File: src/rtl/assert_macros.svh
// ----------------------------------------------------------------------------
// Assertion macros
// Concurrent assertion shorthands used across the allocator RTL.
// ----------------------------------------------------------------------------
`ifndef ASSERT_MACROS_SVH
`define ASSERT_MACROS_SVH

// check a property on every rising clock edge outside reset
`define ASSERT_CLK_RST(lbl, clk, rst, prop, msg) \
   lbl: assert property (@(posedge clk) disable iff (rst) prop) else $error(msg);

// check a property on every rising clock edge, reset included
`define ASSERT_CLK(lbl, clk, prop, msg) \
   lbl: assert property (@(posedge clk) prop) else $error(msg);

`endif

File: src/rtl/gfba_ram.sv
// ----------------------------------------------------------------------------
// Generic RAM
// One write port and one read port, registered read data.
// ----------------------------------------------------------------------------
module gfba_ram #(
   parameter int WIDTH = 9,
   parameter int DEPTH = 64,
   localparam int AW   = $clog2(DEPTH)
) (
   input  logic             clock,
   input  logic             wr_en,
   input  logic [AW-1:0]    wr_addr,
   input  logic [WIDTH-1:0] wr_data,
   input  logic [AW-1:0]    rd_addr,
   output logic [WIDTH-1:0] rd_data
);

   logic [WIDTH-1:0] mem_ff [DEPTH];
   logic [WIDTH-1:0] rd_data_ff;

   always_ff @(posedge clock) begin
      if (wr_en) begin
         mem_ff[wr_addr] <= wr_data;
      end
      rd_data_ff <= mem_ff[rd_addr];
   end

   assign rd_data = rd_data_ff;

endmodule

File: config.mk
export PLATFORM = sky130hd
export DESIGN_NAME = gfba_ram
export DESIGN_NICKNAME = d
export VERILOG_FILES = /design/src/rtl/assert_macros.svh /design/src/rtl/gfba_ram.sv
export SDC_FILE = /design/constraint.sdc
export NUM_CORES = 1
export LEC_CHECK = 0
export BUFFER_PORTS_ARGS = -buffer_cell sky130_fd_sc_hd__buf_2
export CORE_ASPECT_RATIO = 1.5
export CORE_MARGIN = 5
export CORE_UTILIZATION = 55
export CTS_CLUSTER_DIAMETER = 60
export DETAILED_ROUTE_END_ITERATION = 10
export PLACE_DENSITY = 0.82
export RECOVER_POWER = 50
export SLEW_MARGIN = 20
export SYNTH_ARGS = -nofsm -noshare
export SYNTH_HDL_FRONTEND = slang
export SYNTH_SLANG_ARGS = --single-unit
File: constraint.sdc
create_clock -name clock -period 3.4 [get_ports clock]
set_input_delay 0.34 -clock clock [delete_from_list [all_inputs] [get_ports clock]]
set_output_delay 0.34 -clock clock [all_outputs]
set_load 0.1 [all_outputs]
### Word level (Yosys, flattened, before mapping)

Memories as Yosys holds them, arrays and structs flattened. A register that Yosys moved wholly into a read port is not among the register bits.
Cells that the tools add are included.

* register bits: 0
* RAM bits: 576
* bits of input ports: 23
* output and inout port bits: 9
* memories kept: 1

* multiplexer cells: 2

Memories
* mem_ff: depth 64, bits a word 9, read ports 1, clocked after Yosys merged registers in 1, write ports 1, RTL line gfba_ram.sv:18 `logic [WIDTH-1:0] mem_ff [DEPTH];`

Operator list (number)
* $mux 1: 2

### Longest topological paths before layout

Gate-level depths: netlist of the first run.

* depth in word-level cells: 2
* mapped depth: 9
* depth with buffers taken out: 5

### Least setup slack after synthesis of the first run

Ideal clock, no wire load.

* path kind: input to register
* start: input rd_addr[1]
* end: register rd_data_ff[2], in the netlist rd_data[2] (read register of mem_ff)
* arrival: 1.961 ns
* data required time: 3.278 ns
* path slack: 1.317 ns
* stages: 7
* buffers on the path: 3
* cell sequence: buf_2 buf_2 clkbuf_1 mux4_2 a22oi_1 nand2_1 a221o_1

RTL lines
* from (decl): RTL line gfba_ram.sv:14 `input logic [AW-1:0] rd_addr,`
* to (decl): RTL line gfba_ram.sv:19 `logic [WIDTH-1:0] rd_data_ff;`

### Worst setup path after layout of the first run

* start: input wr_data[8]
* end: memory mem_ff[55][8], data pin

RTL lines
* from (decl): RTL line gfba_ram.sv:13 `input logic [WIDTH-1:0] wr_data,`
* to (decl): RTL line gfba_ram.sv:18

No word-level cell before the write port.

==> load_flow_metrics.sql, run 1 <==
INSERT INTO impl_metrics (metric_group, metric, value, unit) VALUES
('run_status', 'outcome', 'finished with violations', ''),
('run_status', 'violations_in_the_final_reports', 'max-capacitance violations, max-slew violations', ''),
('setup_path', 'worstPathArrival', '2.57', 'ns'),
('place', 'detailed_place_hpwl', '30400', 'um'),
('clocking', 'worstSkewPairLatency', '0.58', 'ns'),
('floorplanning', 'floorplan_core_area', '40900', 'sq um'),
('sta', 'number_of_pins_exceeding_their_max_slew_limit_in_the_final_report', '420', ''),
('layout', 'final_layout_size_suffix_gt1_frac', '0.269', ''),
('place', 'dp_worst_setup_slack', '0.702', 'ns'),
('grt', 'grtUsageTotal', '0.229', ''),
('grt', 'grt_max_degree', '65', ''),
('setup_path', 'critPathMaxStageDelay', '2.13', 'ns'),
('power', 'peakVddDrop', '0.000436', 'V'),
('clocking', 'cts-root-to-sink-buffers', '3', ''),
('sta', 'timing.final.hold_violations', '0', ''),
('drt', 'vias', '11081', ''),
('drt', 'postRouteWirelength', '51400', 'um'),
('clocking', 'holdBufCountCts', '0', ''),
('drt', 'remaining_drc_errors', '0', ''),
('clocking', 'cts_inserted_buffers', '50', ''),
('place', 'gp_routability_congestion', '0.864', ''),
('floorplanning', 'boundaryPins', '32', ''),
('layout', 'fin_area', '25400', 'sq um'),
('synth', 'flops_latches_synth', '585', ''),
('sta', 'finish_stage_setup_viols', '0', ''),
('sta', 'final_critical_path_required_period', '2.64', 'ns'),
('clocking', 'post_cts_resize_count', '0', ''),
('synth', 'syn_nets', '1043', ''),
('synth', 'synth_top_area_share', '0.766', ''),
('synth', 'synth-warning-count', '0', ''),
('synth', 'synth_enable_flop_cells', '576', ''),
('synth', 'post_synth_most_frequent_cells', 'sky130_fd_sc_hd__edfxtp_1 (576), sky130_fd_sc_hd__mux4_2 (143), sky130_fd_sc_hd__nor2_1 (70), sky130_fd_sc_hd__nand2_1 (24), sky130_fd_sc_hd__clkbuf_1 (23)', ''),
('setup_path', 'crit_path_start_kind', 'primary input', ''),
('floorplanning', 'placement_rows', '91', ''),
('setup_path', 'cp_slowest_cell', 'sky130_fd_sc_hd__clkbuf_1', ''),
('floorplanning', 'die-area', '45300', 'sq um'),
('synth', 'post-synth-top-count-cell', 'sky130_fd_sc_hd__edfxtp_1', ''),
('power', 'leakage', '8.06', 'nW'),
('place', 'detailed_place.area', '23700', 'sq um'),
('clocking', 'clk_pin_slew_worst_paths', '0.07', 'ns'),
('setup_path', 'required', '3.32', 'ns'),
('layout', 'final_nets', '1140', ''),
('drt', 'drtAntennaViolNets', '0', ''),
('setup_path', 'cp_top_family', 'buffers and inverters', ''),
('clocking', 'clock-sinks', '585', ''),
('synth', 'yosys.area.top_type', 'sky130_fd_sc_hd__edfxtp_1', ''),
('clocking', 'h-tree-depth', '2', ''),
('sta', 'skew_final', '0.0141', 'ns'),
('setup_path', 'crit_path_max_fanout', '64', ''),
('synth', 'ys_types', '37', ''),
('synth', 'mappedNetlistArea', '22600', 'sq um'),
('floorplanning', 'die_height', '258', 'um'),
('synth', 'synth_area_per_cell', '22.2', 'sq um'),
('drt', 'vias_per_cell', '6.63', ''),
('sta', 'max_clock_freq', '378', 'MHz'),
('sta', 'setup_slack', '0.755', 'ns'),
('drt', 'detail_route.first_pass.iterations', '5', ''),
('synth', 'synth-main-ff-cell', 'sky130_fd_sc_hd__edfxtp_1', ''),
('flow_run', 'cap_violations', '7', ''),
('setup_path', 'worst-setup-path-type', 'primary input to flip-flop', ''),
('setup_path', 'crit_chain', 'clkbuf_1', ''),
('synth', 'synth.area.top_cells', 'sky130_fd_sc_hd__edfxtp_1 (77%), sky130_fd_sc_hd__mux4_2 (14%), sky130_fd_sc_hd__nor2_1 (1.2%)', ''),
('synth', 'ys_async_sr_fraction', '0', ''),
('setup_path', 'critical_path.endpoint_type', 'flip-flop', ''),
('power', 'power-per-cell-area', '591', 'nW/um^2'),
('hold_path', 'min_path_type', 'primary input to flip-flop', ''),
('clocking', 'cts-root-buf', 'sky130_fd_sc_hd__clkbuf_16', ''),
('grt', 'grt_pass1_vias', '11350', ''),
('synth', 'synth_cells', '1020', ''),
('grt', 'grt_residual_overflow', '0', ''),
('floorplanning', 'floorplan.die.width', '175', 'um');
==> where the power goes <==
group / internal, mW / switching, mW / total, mW
combinational: 0.279 / 0.571 / 0.850
sequential: 7.99 / 0.0291 / 8.02
clock: 3.64 / 2.51 / 6.15
total: 11.9 / 3.11 / 15.0
==> cell type report <==
cell class / instances / area [sq um]
diodes: 2 / 5.00
clock buffers: 62 / 1380
clock inverters: 32 / 403
fillers: 2523 / 15400
inverters: 1 / 3.75
multi-input cells: 380 / 4790
flip-flops and latches: 585 / 17500
well taps: 511 / 639
repair buffers: 99 / 734
==> per-stage QoR <==
stage           util  power, mW  hold WS [ns]  instances
2_1_floorplan      -       8.67         0.439       1020
3_3_place_gp   0.579       8.98         0.848       1576
6_report       0.622       15.0         0.303       1672
4_1_cts        0.623       15.0         0.261       1670
5_1_grt        0.622       15.4         0.299       1672
3_5_place_dp   0.579       9.00         0.843       1576
==> flip-flops by register name (all words and copies together), names as in the netlist <==
register	flops
mem_ff	576
rd_data	9
==> cell families (layout without fill, tap and decap cells) <==
family / after synthesis / in the layout / share of synthesized area
DFF: 585 / 585 / 0.774
buffers and inverters: 55 / 194 / 0.0145
and+or+nand+nor: 141 / 141 / 0.0283
other: 0 / 2 / 0
muxes: 177 / 177 / 0.164
AOI/OAI and AO/OA: 62 / 62 / 0.0201
==> final timing paths <==
| check | depth (start not counted) | slack, ns | startpoint | end |
|---|---|---|---|---|
| setup / recovery | 1 | 0.76 | wr_data[8] | mem_ff[55][8]$_DFFE_PP_ |
| hold / removal | 3 | 0.30 | rd_addr[5] | rd_data[1]$_DFF_P_ |
| hold reg to reg | 4 | 0.93 | mem_ff[41][5]$_DFFE_PP_ | rd_data[5]$_DFF_P_ |
| setup reg to reg | 5 | 1.22 | mem_ff[0][2]$_DFFE_PP_ | rd_data[2]$_DFF_P_ |
==> cells in the final DEF, fill, tap and decap left out, drive strengths merged, types with 12 or more instances in the layout <==
cell and count:
a22oi 17, buf 86, clkbuf 75, clkinv 20, edfxtp 576, mux2i 22, mux4 151, nand2 24
nand3 12, nor2 70, nor2b 14
==> per-layer routing <==
metal | vias to the layer above | track usage | share of wire
li1 | 4486 | - | -
met1 | 5737 | 0.289 | 0.33
met2 | 719 | 0.387 | 0.52
met3 | 139 | 0.0432 | 0.089
met4 | 0 | 0.114 | 0.055
met5 | - | 0 | 0
(Power assumes the default switching activity.)
==> inputs of run 2 (changes only) <==
Settings changed: PLACE_DENSITY 0.82 to 0.85.
Clock period 3.4 ns to 2.2 ns, I/O delays scaled along.
==> run 2 against run 1 <==
  * The run still ends with max-capacitance violations, max-slew violations left
  * Clock power increased by 39%
  * Highest routed layer unchanged
  * Register-to-register slack got worse by 1.2 ns
  * Utilization increased by 0.66 points
  * Clock skew about the same
  * Combinational power increased by 61%
  * Power increased by 48%
  * Count of clock-buffer cells in the layout decreased by 6
  * Routed wire length increased by 3.0%
  * Die area unchanged
  * Critical endpoint is now rd_data[8]$_DFF_P_
  * Global-route usage increased by 0.82 points
  * Sequential power increased by 55%
==> load_flow_metrics.sql, run 2 (synthesis results as in run 1) <==
INSERT INTO impl_metrics (metric_group, metric, value, unit) VALUES
('drt', 'remaining_drc_errors', '0', ''),
('power', 'share_clk_of_total_power', '0.383', ''),
('power', 'switching_pwr', '4.69', 'mW'),
('sta', 'number_of_pins_exceeding_their_max_slew_limit_in_the_final_report', '32', ''),
('place', 'detailed_place_hpwl', '32900', 'um'),
('layout', 'register_ranked_first_by_flip_flop_count', 'mem_ff', ''),
('hold_path', 'min_path_type', 'primary input to flip-flop', ''),
('floorplanning', 'boundaryPins', '32', ''),
('power', 'power.sequential.fraction', '0.555', ''),
('power', 'internal_power', '17.6', 'mW'),
('clocking', 'clock-sinks', '585', ''),
('power', 'sw_frac_of_total', '0.210', ''),
('layout', 'layout_commonest_cell', 'sky130_fd_sc_hd__edfxtp_1', ''),
('grt', 'wire_length_of_the_first_global_routing_pass', '78500', 'um'),
('floorplanning', 'placement_rows', '91', ''),
('sta', 'worst-slew-pin-transition', '1.61', 'ns'),
('place', 'detailed_place.area', '24200', 'sq um'),
('sta', 'fin_crit_sh', '0.978', ''),
('drt', 'drtAntennaViolNets', '0', ''),
('clocking', 'worstSkewPairLatency', '0.57', 'ns'),
('layout', 'final_layout_size_suffix_gt1_frac', '0.306', ''),
('power', 'power-per-cell-area', '867', 'nW/um^2'),
('drt', 'vias_per_cell', '6.60', ''),
('run_status', 'outcome', 'finished with violations', ''),
('power', 'leakage', '8.27', 'nW'),
('run_status', 'violations_in_the_final_reports', 'max-capacitance violations, max-slew violations', ''),
('sta', 'rsz0062_at_grt', 'false', ''),
('power', 'pwr-share-comb', '0.062', ''),
('place', 'gp_routability_congestion', '0.814', ''),
('grt', 'grt_residual_overflow', '0', ''),
('drt', 'post_drt_wl_per_cell', '30.8', 'um'),
('floorplanning', 'floorplan.die.width', '175', 'um'),
('setup_path', 'worst-setup-path-type', 'flip-flop to flip-flop', ''),
('clocking', 'cts-root-to-sink-buffers', '3', ''),
('layout', 'multiInputGateArea', '4800', 'sq um'),
('sta', 'skew_final', '0.0138', 'ns'),
('drt', 'detail_route.first_pass.iterations', '5', ''),
('floorplanning', 'die-area', '45300', 'sq um'),
('flow_run', 'cap_violations', '2', ''),
('clocking', 'clk_pin_slew_worst_paths', '0.07', 'ns'),
('clocking', 'tritoncts_clock_tree', 'yes', ''),
('clocking', 'holdBufCountCts', '0', ''),
('drt', 'vias', '11377', ''),
('place', 'placement.io_buffers', '31', ''),
('floorplanning', 'die_height', '258', 'um'),
('sta', 'timing.final.hold_violations', '0', ''),
('layout', 'n_fill_cell', '2499', ''),
('power', 'totalPowerFinal', '22.3', 'mW'),
('setup_path', 'required', '2.65', 'ns'),
('clocking', 'cts-root-buf', 'sky130_fd_sc_hd__clkbuf_16', ''),
('grt', 'grtUsageTotal', '0.238', ''),
('layout', 'final_nets', '1198', ''),
('grt', 'grt_max_degree', '65', ''),
('setup_path', 'worstPathArrival', '2.60', 'ns'),
('sta', 'max_clock_freq', '465', 'MHz'),
('clocking', 'h-tree-depth', '2', ''),
('setup_path', 'critical_path.endpoint_type', 'flip-flop', ''),
('floorplanning', 'start_util', '0.553', ''),
('grt', 'grt_pass1_vias', '11864', ''),
('drt', 'drt_first_iter_violations', '1535', ''),
('sta', 'max-slew-margin-rel', '-0.0701', ''),
('layout', 'largest_register_ffs', '576', ''),
('power', 'peakVddDrop', '0.00132', 'V'),
('setup_path', 'crit_path_max_fanout', '1', ''),
('drt', 'postRouteWirelength', '53000', 'um'),
('sta', 'final_critical_path_required_period', '2.15', 'ns'),
('setup_path', 'crit_path_start_kind', 'flip-flop', ''),
('grt', 'grt_antenna_before_repair', '1', ''),
('layout', 'fin_area', '25700', 'sq um'),
('sta', 'finish_stage_setup_viols', '0', ''),
('clocking', 'cts_inserted_buffers', '48', ''),
('floorplanning', 'floorplan_core_area', '40900', 'sq um'),
('layout', 'most-common-layout-cells', 'sky130_fd_sc_hd__edfxtp_1 (576), sky130_fd_sc_hd__mux4_2 (143), sky130_fd_sc_hd__buf_4 (107)', ''),
('layout', 'area_occupied_by_registers', '17500', 'sq um'),
('layout', 'area_growth', '13.8', '%');
run 2: cell types whose count changed in the layout (fill, tap and decap cells not counted), sizes merged:
cell,delta
buf,+55
bufinv,-4
clkbuf,-1
clkinv,+1
clkinvlp,+2
diode,-1
inv,-1
run 2: what timing repair did:
action	4_1_cts	5_1_grt
pin swaps	0	1
gates resized for setup	2	1
setup buffers	0	0
endpoints found under the setup margin	1	2
run 2: final cells by class:
class	count	area share
multi-input combinational	380	0.187
sequential	585	0.680
timing repair buffer	159	0.0477
tap	511	0.0249
inverter	1	0.000146
clock inverter	30	0.0117
clock buffer	56	0.0487
antenna	1	0.0000974
run 2: metal layers:
metal	GRT usage	share of wire	up-vias
li1	-	-	4596
met1	0.294	0.33	5914
met2	0.410	0.53	703
met3	0.0362	0.078	164
met4	0.122	0.062	0
met5	0	0	-
run 2: worst paths after layout:
| path | start | to | slack (ns) | depth (start not counted) |
|---|---|---|---|---|
| hold reg to reg | mem_ff[50][8]$_DFFE_PP_ | rd_data[8]$_DFF_P_ | 0.83 | 4 |
| setup / recovery | mem_ff[0][8]$_DFFE_PP_ | rd_data[8]$_DFF_P_ | 0.05 | 6 |
| hold / removal | rd_addr[5] | rd_data[0]$_DFF_P_ | 0.17 | 3 |
| setup reg to reg | mem_ff[0][8]$_DFFE_PP_ | rd_data[8]$_DFF_P_ | 0.05 | 6 |
run 2: power groups by stage:
stage	Clock (mW)	Sequential, mW	Combinational [mW]
floorplan	0	12.8	0.640
global placement	0	12.6	1.32
detailed placement	0	12.6	1.36
CTS	8.61	12.4	1.38
global route	9.15	12.4	1.44
finish	8.54	12.4	1.37
run 2: through the flow:
| stage | setup slack (ns) | setup TNS [ns] | hold slack, ns | utilization | instances |
|---|---|---|---|---|---|
| 5_1_grt | 0.0177 | 0 | 0.151 | 0.629 | 1723 |
| 4_1_cts | 0.00514 | 0 | 0.136 | 0.630 | 1722 |
| 3_5_place_dp | -0.218 | -0.738 | 0.732 | 0.592 | 1636 |
| 3_3_place_gp | -0.247 | -0.663 | 0.705 | 0.592 | 1636 |
| 2_1_floorplan | 0.237 | 0 | 0.319 | - | 1020 |
| 6_report | 0.0481 | 0 | 0.171 | 0.629 | 1723 |
run 2: worst max-delay path: stages, from the launching register on:
cell and delay [ns]:
sky130_fd_sc_hd__edfxtp_1 0.38, sky130_fd_sc_hd__mux4_1 0.50, sky130_fd_sc_hd__nor2b_1 0.16, sky130_fd_sc_hd__a2111oi_2 0.39
sky130_fd_sc_hd__buf_4 0.19, sky130_fd_sc_hd__a2111oi_1 0.09, sky130_fd_sc_hd__a221o_1 0.32
